<file path="config.mk">
export PLATFORM = sky130hd
export DESIGN_NAME = chunked_bump_allocator
export DESIGN_NICKNAME = d
export VERILOG_FILES = /design/src/sv/cba_pkg.sv /design/src/sv/chunked_bump_allocator.sv
export SDC_FILE = /design/constraint.sdc
export NUM_CORES = 1
export LEC_CHECK = 0
export BUFFER_PORTS_ARGS = -buffer_cell sky130_fd_sc_hd__buf_2
export CORE_MARGIN = 8
export CORE_UTILIZATION = 60
export DETAILED_ROUTE_END_ITERATION = 10
export PLACE_DENSITY = 0.84
export SKIP_CTS_REPAIR_TIMING = 1
export SLEW_MARGIN = 5
export SYNTH_ARGS = -nofsm -noshare
export SYNTH_HDL_FRONTEND = slang
export SYNTH_SLANG_ARGS = --single-unit
</file>
<file path="constraint.sdc">
create_clock -name i_clk -period 20.8 [get_ports i_clk]
set_input_delay 4.16 -clock i_clk [delete_from_list [all_inputs] [get_ports i_clk]]
set_output_delay 4.16 -clock i_clk [all_outputs]
set_load 0.1 [all_outputs]
</file>
<file path="src/sv/cba_pkg.sv">
// Shared types and constants for the chunked bump allocator.
// No dependencies; imported by chunked_bump_allocator.
package cba_pkg;

    localparam int NUM_CHUNKS      = 16;
    localparam int MAX_CHUNK_BYTES = 65536;

    // Field widths
    localparam int KIND_W   = 2;
    localparam int SIZE_W   = 17;
    localparam int ALIGN_W  = 4;
    localparam int QCHUNK_W = 4;
    localparam int QOFF_W   = 16;
    localparam int STATUS_W = 2;
    localparam int GCHUNK_W = 4;
    localparam int GOFF_W   = 17;
    localparam int FILL_W   = 17;
    localparam int MAXAL_W  = 3;

    // Internal widths
    localparam int IDX_W  = (NUM_CHUNKS > 1) ? $clog2(NUM_CHUNKS) : 1;
    localparam int OPEN_W = $clog2(NUM_CHUNKS + 1);
    localparam int SUM_W  = FILL_W + 2;

    // Configuration port
    localparam int CFG_IDX_W  = 2;
    localparam int CFG_DATA_W = 17;
    localparam logic [CFG_IDX_W-1:0] REG_CAPACITY  = 2'd0;
    localparam logic [CFG_IDX_W-1:0] REG_MAX_ALIGN = 2'd1;

    localparam logic [FILL_W-1:0]  CAPACITY_RESET  = FILL_W'(8 * (1 << 10));
    localparam logic [MAXAL_W-1:0] MAX_ALIGN_RESET = MAXAL_W'(4);
    localparam logic [FILL_W-1:0]  CAPACITY_LIMIT  = FILL_W'(MAX_CHUNK_BYTES);

    // Request kinds
    localparam logic [KIND_W-1:0] KIND_ALLOC   = 2'd0;
    localparam logic [KIND_W-1:0] KIND_QUERY   = 2'd1;
    localparam logic [KIND_W-1:0] KIND_RELEASE = 2'd2;

    // Result status codes
    localparam logic [STATUS_W-1:0] ST_OK       = 2'd0;
    localparam logic [STATUS_W-1:0] ST_TOO_BIG  = 2'd1;
    localparam logic [STATUS_W-1:0] ST_NO_CHUNK = 2'd2;
    localparam logic [STATUS_W-1:0] ST_RELEASED = 2'd3;

    typedef struct packed {
        logic [KIND_W-1:0]   kind;
        logic [SIZE_W-1:0]   request_size;
        logic [ALIGN_W-1:0]  align_log2;
        logic [QCHUNK_W-1:0] query_chunk;
        logic [QOFF_W-1:0]   query_offset;
    } t_alloc_req;

    typedef struct packed {
        logic [STATUS_W-1:0] status;
        logic [GCHUNK_W-1:0] grant_chunk;
        logic [GOFF_W-1:0]   grant_offset;
        logic                owned;
    } t_alloc_rsp;

endpackage

</file>
<file path="src/sv/chunked_bump_allocator.sv">
// Chunked bump allocator: first-fit scan over per-chunk fill levels.
// Depends on cba_pkg (types, widths, codes).
//
//  channel | valid       | ready       | payload
//  --------+-------------+-------------+------------------------------
//  in      | i_in_valid  | o_in_ready  | i_in_data  (t_alloc_req)
//  out     | o_out_valid | i_out_ready | o_out_data (t_alloc_rsp)
//  cfg     | i_cfg_valid | o_cfg_ready | i_cfg_index, i_cfg_data
//
// An item is accepted, then scanned: the shared round-up/add/compare unit
// visits one chunk fill per cycle, and a scan with no fit opens a new chunk
// if one is left. Query, release and oversized items finish in the first
// scan step. Synchronous active-low reset clears the open-chunk count and
// restores the register defaults; fill entries past the open count are
// never read. A result that is not yet taken holds the final scan step.
module chunked_bump_allocator (
    input  logic                          i_clk,
    input  logic                          i_rst_n,
    input  logic                          i_in_valid,
    output logic                          o_in_ready,
    input  cba_pkg::t_alloc_req           i_in_data,
    output logic                          o_out_valid,
    input  logic                          i_out_ready,
    output cba_pkg::t_alloc_rsp           o_out_data,
    input  logic                          i_cfg_valid,
    output logic                          o_cfg_ready,
    input  logic [cba_pkg::CFG_IDX_W-1:0] i_cfg_index,
    input  logic [cba_pkg::CFG_DATA_W-1:0] i_cfg_data
);
    import cba_pkg::*;

    typedef enum logic {
        S_IDLE,
        S_RUN
    } t_state;

    t_state              r_state, n_state;
    t_alloc_req          r_req;
    t_alloc_rsp          r_out, n_out;
    logic                r_out_valid;
    logic [OPEN_W-1:0]   r_idx, n_idx;
    logic [OPEN_W-1:0]   r_open, n_open;
    logic [FILL_W-1:0]   r_capacity;
    logic [MAXAL_W-1:0]  r_max_align;
    logic [FILL_W-1:0]   r_fill [NUM_CHUNKS];

    logic [IDX_W-1:0]    rd_addr;
    logic [FILL_W-1:0]   rd_fill;
    logic [FILL_W-1:0]   cap_eff;
    logic [MAXAL_W-1:0]  lg;
    logic [SUM_W-1:0]    mask;
    logic [SUM_W-1:0]    rounded;
    logic [SUM_W-1:0]    new_fill;
    logic                done;
    logic                out_free;
    logic                commit;
    logic                wr_en;
    logic [IDX_W-1:0]    wr_addr;
    logic [FILL_W-1:0]   wr_data;

    assign o_in_ready  = (r_state == S_IDLE);
    assign o_cfg_ready = 1'b1;
    assign o_out_valid = r_out_valid;
    assign o_out_data  = r_out;
    assign out_free    = !r_out_valid || i_out_ready;

    // Shared round-up / add / compare unit
    assign rd_addr  = (r_req.kind == KIND_QUERY) ? IDX_W'(r_req.query_chunk)
                                                 : r_idx[IDX_W-1:0];
    assign rd_fill  = r_fill[rd_addr];
    assign cap_eff  = (r_capacity > CAPACITY_LIMIT) ? CAPACITY_LIMIT : r_capacity;
    assign lg       = ({1'b0, r_max_align} < r_req.align_log2) ? r_max_align
                                                               : MAXAL_W'(r_req.align_log2);
    assign mask     = ({{(SUM_W-1){1'b0}}, 1'b1} << lg) - SUM_W'(1);
    assign rounded  = ({2'b00, rd_fill} + mask) & ~mask;
    assign new_fill = rounded + SUM_W'(r_req.request_size);

    always_comb begin
        done    = 1'b1;
        n_out   = '0;
        n_open  = r_open;
        n_idx   = r_idx;
        wr_en   = 1'b0;
        wr_addr = r_idx[IDX_W-1:0];
        wr_data = new_fill[FILL_W-1:0];
        case (r_req.kind)
            KIND_ALLOC: begin
                if (r_req.request_size > cap_eff) begin
                    n_out.status = ST_TOO_BIG;
                end else if (r_idx < r_open) begin
                    if (new_fill <= SUM_W'(cap_eff)) begin
                        wr_en              = 1'b1;
                        n_out.status       = ST_OK;
                        n_out.grant_chunk  = GCHUNK_W'(r_idx);
                        n_out.grant_offset = rounded[GOFF_W-1:0];
                    end else begin
                        // no fit here: advance to the next open chunk
                        done  = 1'b0;
                        n_idx = r_idx + OPEN_W'(1);
                    end
                end else if (r_open < OPEN_W'(NUM_CHUNKS)) begin
                    wr_en             = 1'b1;
                    wr_addr           = r_open[IDX_W-1:0];
                    wr_data           = r_req.request_size;
                    n_open            = r_open + OPEN_W'(1);
                    n_out.status      = ST_OK;
                    n_out.grant_chunk = GCHUNK_W'(r_open);
                end else begin
                    n_out.status = ST_NO_CHUNK;
                end
            end
            KIND_QUERY: begin
                n_out.owned = (OPEN_W'(r_req.query_chunk) < r_open)
                              && ({1'b0, r_req.query_offset} < rd_fill);
            end
            KIND_RELEASE: begin
                n_open       = '0;
                n_out.status = ST_RELEASED;
            end
            default: begin
                n_out = '0;
            end
        endcase
    end

    assign commit = (r_state == S_RUN) && done && out_free;

    always_comb begin
        n_state = r_state;
        case (r_state)
            S_IDLE: begin
                if (i_in_valid) begin
                    n_state = S_RUN;
                end
            end
            S_RUN: begin
                if (commit) begin
                    n_state = S_IDLE;
                end
            end
            default: begin
                n_state = S_IDLE;
            end
        endcase
    end

    always_ff @(posedge i_clk) begin
        if (!i_rst_n) begin
            r_state     <= S_IDLE;
            r_out_valid <= 1'b0;
            r_idx       <= '0;
            r_open      <= '0;
            r_capacity  <= CAPACITY_RESET;
            r_max_align <= MAX_ALIGN_RESET;
        end else begin
            r_state <= n_state;
            if (i_cfg_valid) begin
                case (i_cfg_index)
                    REG_CAPACITY:  r_capacity  <= i_cfg_data;
                    REG_MAX_ALIGN: r_max_align <= i_cfg_data[MAXAL_W-1:0];
                    default: ;
                endcase
            end
            if (r_state == S_IDLE && i_in_valid) begin
                r_req <= i_in_data;
                r_idx <= '0;
            end else if (r_state == S_RUN && !done) begin
                r_idx <= n_idx;
            end
            if (commit) begin
                r_out       <= n_out;
                r_out_valid <= 1'b1;
                r_open      <= n_open;
            end else if (r_out_valid && i_out_ready) begin
                r_out_valid <= 1'b0;
            end
        end
    end

    // Fill levels: one write port, read through the shared unit
    always_ff @(posedge i_clk) begin
        if (commit && wr_en) begin
            r_fill[wr_addr] <= wr_data;
        end
    end

endmodule

</file>
==> reports/metrics.cfg, run 1 <==
[status]
status = finished, final reports clean

[yosys]
yosysSeqAreaShare = 0.6094
synth-seq-cells = 371
syn_area_mm2 = 0.01776
synth-edff-count = 339
synthCells = 1245
synthFlopType = edfxtp_1
yosys_warnings = 0
ys_types = 77
async_reset_ff_frac = 0
syn_avg_cell_area_um2 = 14.26

[grt]
grt_start_max_net_pins = 64
grt_pass1_vias = 11888
grt.overflow.total = 0
antenna_found_initial = 0
track_usage = 0.2546
grt_pass1_wl_mm = 68.68

[place]
gp_congestion = 0.9363
portBuffers = 92
dp_hpwl_mm = 29.66

[power]
ir_drop_uv = 69.71
p_leak_uw = 0.007374
powerDensity_mw_per_mm2 = 96.15
p_total_uw = 1931

[die]
design.core.area_mm2 = 0.02940
die_h_um = 188.0
ios = 94
rows = 63
die_area_mm2 = 0.03535
start_util = 0.6039
die_w_um = 188.0

[clocking]
cts_root_buffer = clkbuf_16
cts_buffers = 39
cts_tree = yes
cts.htree.levels = 2
cts_buffer_depth = 3
clk_latency_ns = 0.55
clock-sinks = 371
path_clk_slew_ns = 0.06

[setup_path]
critical_path_arrival_ns = 10.76
cp_slowest_cell = nor3_2
slowest_delay_ns = 0.96
setup.worst_path.class = reg2reg
r2r_start = r_req[41]$_DFFE_PP_
worstPathRequired_ns = 21.04
crit_path_end_kind = flop
start_kind = flop
r2r-end = r_fill[9][0]$_DFFE_PP_
ff2ff_setup_slack_ns = 10.28
crit_fanout = 33
ff2ff_path_depth = 36

[timing]
hold_viol = 0
setup-violations-final = 0
max_freq_mhz = 95.07
max_slew.worst_pin.slew_ns = 1.109
maxSlewViolCount = 0
holdWs_ns = 0.4734
rsz0062_at_grt = false
setup_tns_ns = 0
fin_skew_ns = 0.02013
max-slew-margin-rel = 0.2604
layout_min_cycle_time_ns = 10.52
period_share = 0.5057

[finish]
drive_gt1_frac = 0.2146
area_delta_synth_final_pct = 13.13
antennaDiodeCount = 0
layout.nets = 1531

[routing]
drtIter0Drc = 1470
routed_wl_mm = 45.36
ant_nets = 0
post-route-drc-count = 0
vias = 11545
routed_via_density = 6.475
wl_per_cell_um = 25.44
dr.pass1.iters = 6

[hold_path]
worstHoldStart = r_capacity[14]$_SDFFE_PN0P_
hp-class = reg2reg
hold_end = r_capacity[14]$_SDFFE_PN0P_
min_path_cells = 2

[job]
cap_violations = 0

-- cells by family (layout without fill, tap and decap cells) --
group / count (synthesis) / count (layout) / synth area share
xor gates and xnor gates: 29 / 29 / 0.01430
other: 2 / 6 / 0.0004230
DFF: 371 / 371 / 0.6094
and+or+nand+nor: 317 / 317 / 0.08830
adders and majority gates: 98 / 98 / 0.06990
muxes: 133 / 133 / 0.1213
AOI/OAI and AO/OA: 206 / 206 / 0.07561
buffers and inverters: 89 / 233 / 0.02079
-- state kept, by name, summed over array words and instances (netlist names) --
name         cells
r_fill         272
r_req           43
o_out_data      24
r_capacity      17
r_idx            5
r_open           5
r_max_align      3
o_out_valid      1
r_state          1
-- per-stage QoR --
step,setup slack (ns),cell area (um^2),util,cells
3_3_place_gp,10.77,18840,0.6408,1715
6_report,10.28,20090,0.6832,1783
5_1_grt,9.602,20090,0.6832,1783
2_1_floorplan,10.92,17770,-,1249
4_1_cts,10.28,20090,0.6832,1783
3_5_place_dp,10.45,18840,0.6408,1715
-- per-layer routing --
metal  track usage  share of wire  wire length, um
met5             0              0                0
met4        0.1509          0.060             2738
met3       0.05553          0.095             4321
met1        0.2978           0.35            15930
met2        0.4275           0.49            22370
-- worst max-delay path by stage --
stage                   startpoint                        to  slack [ns]  cells past startpoint
2_1_floorplan  r_req[41]$_DFFE_PP_   r_fill[10][0]$_DFFE_PP_       10.92                     38
3_3_place_gp   r_req[41]$_DFFE_PP_    r_fill[9][7]$_DFFE_PP_       10.77                     36
3_5_place_dp   r_req[41]$_DFFE_PP_  r_fill[13][15]$_DFFE_PP_       10.45                     36
4_1_cts        r_req[41]$_DFFE_PP_    r_fill[9][0]$_DFFE_PP_       10.28                     36
5_1_grt        r_req[41]$_DFFE_PP_  r_fill[13][14]$_DFFE_PP_        9.60                     36
6_report       r_req[41]$_DFFE_PP_    r_fill[9][0]$_DFFE_PP_       10.28                     36
-- placed cells by master (no fill, tap or decap), types with 39 or more instances in the layout --
cell type,Yosys,routed
mux4_2,62,62
inv_1,45,45
clkbuf_16,0,39
mux2i_1,48,47
ha_1,96,96
a21oi_1,70,70
nand2_1,128,128
buf_2,4,92
edfxtp_1,339,339
nor2_1,41,41
-- synthesized netlist by cell type (18+ instances only) --
library cell / n / share of area
a21o_1: 30 / 0.013
a21oi_1: 70 / 0.020
clkbuf_1: 20 / 0.0042
dfxtp_1: 32 / 0.036
edfxtp_1: 339 / 0.57
ha_1: 96 / 0.068
inv_1: 45 / 0.0095
mux2_2: 19 / 0.012
mux2i_1: 48 / 0.027
mux4_2: 62 / 0.079
nand2_1: 128 / 0.027
nand3_1: 18 / 0.0051
nor2_1: 41 / 0.0087
nor3_1: 33 / 0.0093
o21ai_0: 36 / 0.010
xnor2_1: 19 / 0.0094
-- power breakdown --
part	leakage [uW]	internal (uW)	switching (uW)	total [uW]
Combinational	0.00343	108	237	345
Sequential	0.00334	898	6.46	905
Clock	0.000604	389	293	681
-- worst max-delay path, delay by kind of cell, from the launching register on --
kind | cells | cell delay (ns)
muxes | 4 | 1.18
DFF | 1 | 0.43
adders and majority gates | 3 | 0.98
xor gates and xnor gates | 2 | 0.29
buffers and inverters | 5 | 1.73
AOI/OAI and AO/OA | 9 | 2.02
and+or+nand+nor | 13 | 3.53
-- cell type report --
type | instances | area (um^2)
Fill cell | 1894 | 9315
Clock inverter | 24 | 240.2
Sequential cell | 371 | 10820
Tap cell | 390 | 488.0
Timing Repair Buffer | 119 | 663.1
Multi-Input combinational cell | 789 | 6698
Clock buffer | 44 | 1005
Inverter | 46 | 172.7
(Power assumes the default switching activity.)
==> inputs of run 2 (changes only) <==
==> constraint.sdc (replaced) <==
create_clock -name i_clk -period 10.6 [get_ports i_clk]
set_input_delay 2.12 -clock i_clk [delete_from_list [all_inputs] [get_ports i_clk]]
set_output_delay 2.12 -clock i_clk [all_outputs]
set_load 0.1 [all_outputs]
==> run 2 against run 1 <==
- largest cell class unchanged
- total power grew 97%
- count of clock-buffer cells in the layout grew 2
- worst setup slack lost 9.6 ns
- via count shrank 0.84%
- register-to-register slack lost 9.6 ns
- routed wire length shrank 1.3%
- sequential share of layout area is essentially flat
- sequential cell count is the same
- combinational power grew 100%
- worst hold slack gained 0.0081 ns
- sequential power grew 97%
==> reports/metrics.cfg, run 2 (synthesis results as in run 1) <==
[die]
die_w_um = 188.0  ; unchanged
start_util = 0.6039  ; unchanged
die_h_um = 188.0  ; unchanged
design.core.area_mm2 = 0.02940  ; unchanged
ios = 94  ; unchanged
rows = 63  ; unchanged
die_area_mm2 = 0.03535  ; unchanged

[power]
clockPowerShare = 0.351  ; -0.002
p_switching_uw = 1066  ; +99%
powerDensity_mw_per_mm2 = 189.2  ; +97%
ir_drop_uv = 146.1  ; +110%
combPwrFrac = 0.182  ; +0.003
sequentialPowerShare = 0.467  ; about the same
p_int_uw = 2734  ; +96%
p_leak_uw = 0.007369  ; about the same
sw_frac_of_total = 0.2804  ; +0.002933

[place]
gp_congestion = 0.9121  ; -2.6%
portBuffers = 92  ; unchanged
place_worst_setup_slack_ns = 0.8921  ; -9.554 ns
placed_cells_incl_taps = 1716  ; +0.058%
dp_hpwl_mm = 30.40  ; +2.5%

[routing]
dr.pass1.iters = 5  ; -1
routed_via_density = 6.417  ; -0.90%
drtIter0Drc = 1325  ; -9.9%
ant_nets = 0  ; unchanged
routed_wl_mm = 44.78  ; -1.3%
wl_per_cell_um = 25.10  ; -1.3%
post-route-drc-count = 0  ; unchanged
vias = 11448  ; -0.84%

[finish]
area_delta_synth_final_pct = 13.14  ; about the same
instances_no_fill = 1784  ; +0.056%
nFillCells = 1939  ; +2.4%
antennaDiodeCount = 0  ; unchanged
largest_register = r_fill
final_common_cell = edfxtp_1
layout.nets = 1532  ; +0.065%
largest_reg_flops = 272  ; unchanged
drive_gt1_frac = 0.2116  ; -0.003023
most-common-layout-cells = edfxtp_1, nand2_1, ha_1

[grt]
grt_pass1_vias = 11694  ; -1.6%
track_usage = 0.2518  ; -0.002802
grt_pass1_wl_mm = 68.41  ; -0.39%
grt_start_max_net_pins = 44  ; -31%
grt.overflow.total = 0  ; unchanged
antenna_found_initial = 0  ; unchanged

[setup_path]
setup.worst_path.class = reg2reg
path_depth = 38  ; +5.6%
cp_common_cell = nand2_1
critPathBufInv = 5  ; unchanged
cp-endpoint = r_fill[14][16]$_DFFE_PP_
slowest_delay_ns = 0.87  ; -0.09 ns
ff2ff_path_depth = 38  ; +5.6%
crit_path_end_kind = flop
r2r-end = r_fill[14][16]$_DFFE_PP_
crit_fanout = 15  ; -55%
start_kind = flop
ff2ff_setup_slack_ns = 0.72  ; -9.56 ns
r2r_start = r_req[42]$_DFFE_PP_
cp_slowest_cell = nor3_2
critical_path_arrival_ns = 10.13  ; -0.63 ns
worstPathRequired_ns = 10.85  ; -10.19 ns
path_delay_family = simple AND/OR/NAND/NOR gates
worstSetupStartpoint = r_req[42]$_DFFE_PP_

[clocking]
clk_latency_ns = 0.56  ; about the same
cts_buffers = 39  ; unchanged
cts.htree.levels = 2  ; unchanged
cts_tree = yes
clock-sinks = 371  ; unchanged
cts_root_buffer = clkbuf_16
cts_buffer_depth = 3  ; unchanged
path_clk_slew_ns = 0.06  ; about the same

[status]
status = finished, final reports clean

[timing]
max-slew-margin-rel = 0.2377  ; -0.02274
max_slew.worst_pin.slew_ns = 1.143  ; +0.03411 ns
setup-violations-final = 0  ; unchanged
maxSlewViolCount = 0  ; unchanged
fin_skew_ns = 0.03136  ; +0.01123 ns
layout_min_cycle_time_ns = 9.877  ; -0.6417 ns
hold_viol = 0  ; unchanged
max_freq_mhz = 101.2  ; +6.5%
finalWorstSetupSlack_ns = 0.7232  ; -9.558 ns
rsz0062_at_grt = false
period_share = 0.9318  ; +0.4261
setup_tns_ns = 0  ; unchanged

[hold_path]
hp-class = reg2reg

[job]
cap_violations = 0  ; unchanged

[run 2: changes by cell type in the layout (fill, tap and decap cells not counted), sizes merged]
cell,delta
buf,+1
clkbuf,+2
clkinv,-2
[run 2: metal layers]
metal	wire [um]	track usage
met5	0	0
met4	2081	0.1236
met3	3883	0.04885
met2	22560	0.4322
met1	16250	0.3005
[run 2: layout make-up]
type,count,area (um^2),area share
clock buffer,46,1002,0.04989
clock inverter,22,237.7,0.01183
inverter,46,172.7,0.008595
multi-input combinational,789,6698,0.3334
sequential,371,10820,0.5386
tap,390,488.0,0.02429
timing repair buffer,120,670.6,0.03338
[run 2: worst register-to-register path: cells and delay by family (launching register included)]
kind            cells  cell delay, ns
mux                 4            1.30
buf+inv             5            0.99
xor+xnor            2            0.30
fa+ha+maj           3            1.00
compound gates     13            2.55
simple gates       11            2.97
flops               1            0.46
[run 2: worst min path at each step]
stage | from | cells after the start | slack (ns) | to
5_1_grt | r_capacity[2]$_SDFFE_PN0P_ | 2 | 0.51 | r_capacity[2]$_SDFFE_PN0P_
3_5_place_dp | r_capacity[12]$_SDFFE_PN0P_ | 2 | 0.47 | r_capacity[12]$_SDFFE_PN0P_
3_3_place_gp | r_capacity[5]$_SDFFE_PN0P_ | 2 | 0.46 | r_capacity[5]$_SDFFE_PN0P_
6_report | r_capacity[11]$_SDFFE_PN0P_ | 2 | 0.48 | r_capacity[11]$_SDFFE_PN0P_
4_1_cts | r_capacity[0]$_SDFFE_PN0P_ | 2 | 0.48 | r_capacity[0]$_SDFFE_PN0P_
2_1_floorplan | r_capacity[0]$_SDFFE_PN0P_ | 2 | 0.44 | r_capacity[0]$_SDFFE_PN0P_
[run 2: power by group through the flow]
| stage | clock (uW) | sequential (uW) | combinational, uW |
|---|---|---|---|
| 6_report | 1330 | 1780 | 691 |
| 5_1_grt | 1400 | 1780 | 745 |
| 3_3_place_gp | 0 | 1810 | 651 |
| 3_5_place_dp | 0 | 1810 | 672 |
| 4_1_cts | 1340 | 1780 | 680 |
| 2_1_floorplan | 0 | 1820 | 432 |
[run 2: metrics by stage]
step	hold slack, ns	utilization	total power [uW]	cell area [um^2]
floorplan	0.4449	-	2249	17770
global placement	0.4640	0.6411	2456	18850
detailed placement	0.4678	0.6411	2478	18850
CTS	0.4811	0.6833	3800	20090
global route	0.5055	0.6833	3920	20090
finish	0.4815	0.6833	3800	20090
==> inputs of run 3 (changes only) <==
--- a/config.mk
+++ b/config.mk
@@ -5,13 +5,13 @@
 export SDC_FILE = /design/constraint.sdc
 export NUM_CORES = 1
 export LEC_CHECK = 0
-export BUFFER_PORTS_ARGS = -buffer_cell sky130_fd_sc_hd__buf_2
-export CORE_MARGIN = 8
+export BUFFER_PORTS_ARGS = -buffer_cell sky130_fd_sc_hd__buf_4
+export CORE_MARGIN = 5
 export CORE_UTILIZATION = 60
 export DETAILED_ROUTE_END_ITERATION = 10
 export PLACE_DENSITY = 0.84
 export SKIP_CTS_REPAIR_TIMING = 1
-export SLEW_MARGIN = 5
+export SLEW_MARGIN = 20
 export SYNTH_ARGS = -nofsm -noshare
 export SYNTH_HDL_FRONTEND = slang
 export SYNTH_SLANG_ARGS = --single-unit
==> run 3 against run 2 <==
- clock skew barely moved
- worst setup slack improved by 0.10 ns
- clock power barely moved
- sequential share of layout area fell by 0.69 points
- routed wire length rose by 1.9%
- non-clock buffer count rose by 1
- combinational power rose by 3%
- fmax rose by 1.0%
==> reports/metrics.cfg, run 3 (synthesis results as in run 1) <==
[setup_path]
slowest_delay_ns = 0.86  ; about the same
critical_path_arrival_ns = 9.94  ; -0.19 ns
setup.worst_path.class = reg2reg
start_kind = flop
worstPathRequired_ns = 10.77  ; -0.08 ns
cp_slowest_cell = nor3_4
crit_fanout = 17  ; +2
crit_path_end_kind = flop

[routing]
routed_via_density = 6.432  ; +0.23%
dr.pass1.iters = 5  ; unchanged
drtIter0Drc = 1309  ; -1.2%
ant_nets = 0  ; unchanged
vias = 11461  ; +0.11%
wl_per_cell_um = 25.60  ; +2.0%
post-route-drc-count = 0  ; unchanged
routed_wl_mm = 45.62  ; +1.9%

[timing]
hold_viol = 0  ; unchanged
fin_skew_ns = 0.03088  ; -0.0004721 ns
finalWorstSetupSlack_ns = 0.8253  ; +0.1022 ns
layout_min_cycle_time_ns = 9.775  ; -0.1022 ns
max_slew.worst_pin.slew_ns = 1.095  ; -0.04874 ns
max-slew-margin-rel = 0.2668  ; +0.02909
rsz0062_at_grt = false
maxSlewViolCount = 0  ; unchanged
holdWs_ns = 0.4748  ; -0.006721 ns
period_share = 0.9221  ; -0.009637
setup-violations-final = 0  ; unchanged
setup_tns_ns = 0  ; unchanged
max_freq_mhz = 102.3  ; +1.0%

[power]
sequentialPowerShare = 0.464  ; -0.003
p_switching_uw = 1063  ; -0.26%
p_leak_uw = 0.007452  ; +1.1%
powerDensity_mw_per_mm2 = 187.9  ; -0.68%
ir_drop_uv = 148.6  ; +1.8%
sw_frac_of_total = 0.2780  ; -0.002414
clockPowerShare = 0.350  ; about the same
p_int_uw = 2760  ; +0.95%
combPwrFrac = 0.185  ; +0.003

[finish]
nFillCells = 1880  ; -3.0%
largest_reg_flops = 272  ; unchanged
layout.nets = 1532  ; unchanged
final_util = 0.6921  ; +0.008852
area_delta_synth_final_pct = 14.61
final_common_cell = edfxtp_1
antennaDiodeCount = 0  ; unchanged
drive_gt1_frac = 0.2126  ; +0.001022
largest_register = r_fill
most-common-layout-cells = edfxtp_1, nand2_1, buf_4

[grt]
grt_pass1_vias = 11647  ; -0.40%
grt_pass1_wl_mm = 69.17  ; +1.1%
grt_start_max_net_pins = 44  ; unchanged
antenna_found_initial = 0  ; unchanged
track_usage = 0.2765  ; +0.02474
grt.overflow.total = 0  ; unchanged

[die]
rows = 63  ; unchanged
die_h_um = 182.0  ; -3.2%
design.core.area_mm2 = 0.02940  ; unchanged
ios = 94  ; unchanged
die_w_um = 182.0  ; -3.2%
die_area_mm2 = 0.03313  ; -6.3%
start_util = 0.6039  ; unchanged

[status]
status = finished, final reports clean

[clocking]
cts_tree = yes
clock-sinks = 371  ; unchanged
cts_root_buffer = clkbuf_16
cts_buffers = 38  ; -2.6%
path_clk_slew_ns = 0.06  ; about the same
clk_latency_ns = 0.56  ; about the same
cts_buffer_depth = 3  ; unchanged
cts.htree.levels = 2  ; unchanged

[job]
cap_violations = 0  ; unchanged

[place]
place_worst_setup_slack_ns = 0.5797  ; -0.3124 ns
portBuffers = 92  ; unchanged
gp_congestion = 0.9326  ; +2.2%
dp_hpwl_mm = 30.94  ; +1.8%

[hold_path]
hp-class = reg2reg

## run 3: power by group through the flow
stage	Combinational, uW	Clock [uW]	Sequential (uW)
after floorplan	432	0	1820
final	709	1340	1780
after CTS	699	1350	1780
after detailed placement	694	0	1810
after global placement	672	0	1810
after global routing	764	1420	1780
## run 3: final timing paths
kind,slack [ns],cells past startpoint,from,end
worst min-delay path,0.47,2,r_capacity[4]$_SDFFE_PN0P_,r_capacity[4]$_SDFFE_PN0P_
worst max-delay path,0.83,36,r_req[41]$_DFFE_PP_,r_fill[4][13]$_DFFE_PP_
worst min register to register,0.47,2,r_capacity[4]$_SDFFE_PN0P_,r_capacity[4]$_SDFFE_PN0P_
worst max register to register,0.83,36,r_req[41]$_DFFE_PP_,r_fill[4][13]$_DFFE_PP_
## run 3: cell type report
cell class | count | area, um^2 | area share
flip-flops and latches | 371 | 10820 | 0.5317
multi-input cells | 789 | 6716 | 0.3301
clock buffers | 45 | 998.5 | 0.04907
repair buffers | 121 | 914.6 | 0.04495
well taps | 390 | 488.0 | 0.02398
clock inverters | 20 | 239.0 | 0.01174
inverters | 46 | 172.7 | 0.008485
## run 3: metal layers
layer,wire (um),vias to the layer above,track usage
li1,-,5050,-
met1,16380,5653,0.3409
met2,23320,626,0.4827
met3,3843,132,0.05048
met4,2077,0,0.1153
met5,0,-,0
## run 3: critical path, delay by kind of cell, from the launching register on
kind | cells | cell delay (ns)
buf+inv | 3 | 0.51
flops | 1 | 0.43
compound gates | 15 | 3.03
simple gates | 9 | 2.47
mux | 4 | 1.53
xor+xnor | 2 | 0.38
fa+ha+maj | 3 | 1.00
## run 3: per-stage QoR
stage                     power, uW  area (um^2)  instances
after global placement         2478        19080       1716
after floorplan                2249        17770       1249
after detailed placement       2500        19090       1716
after global routing           3956        20350       1782
after CTS                      3825        20320       1781
final                          3823        20350       1782
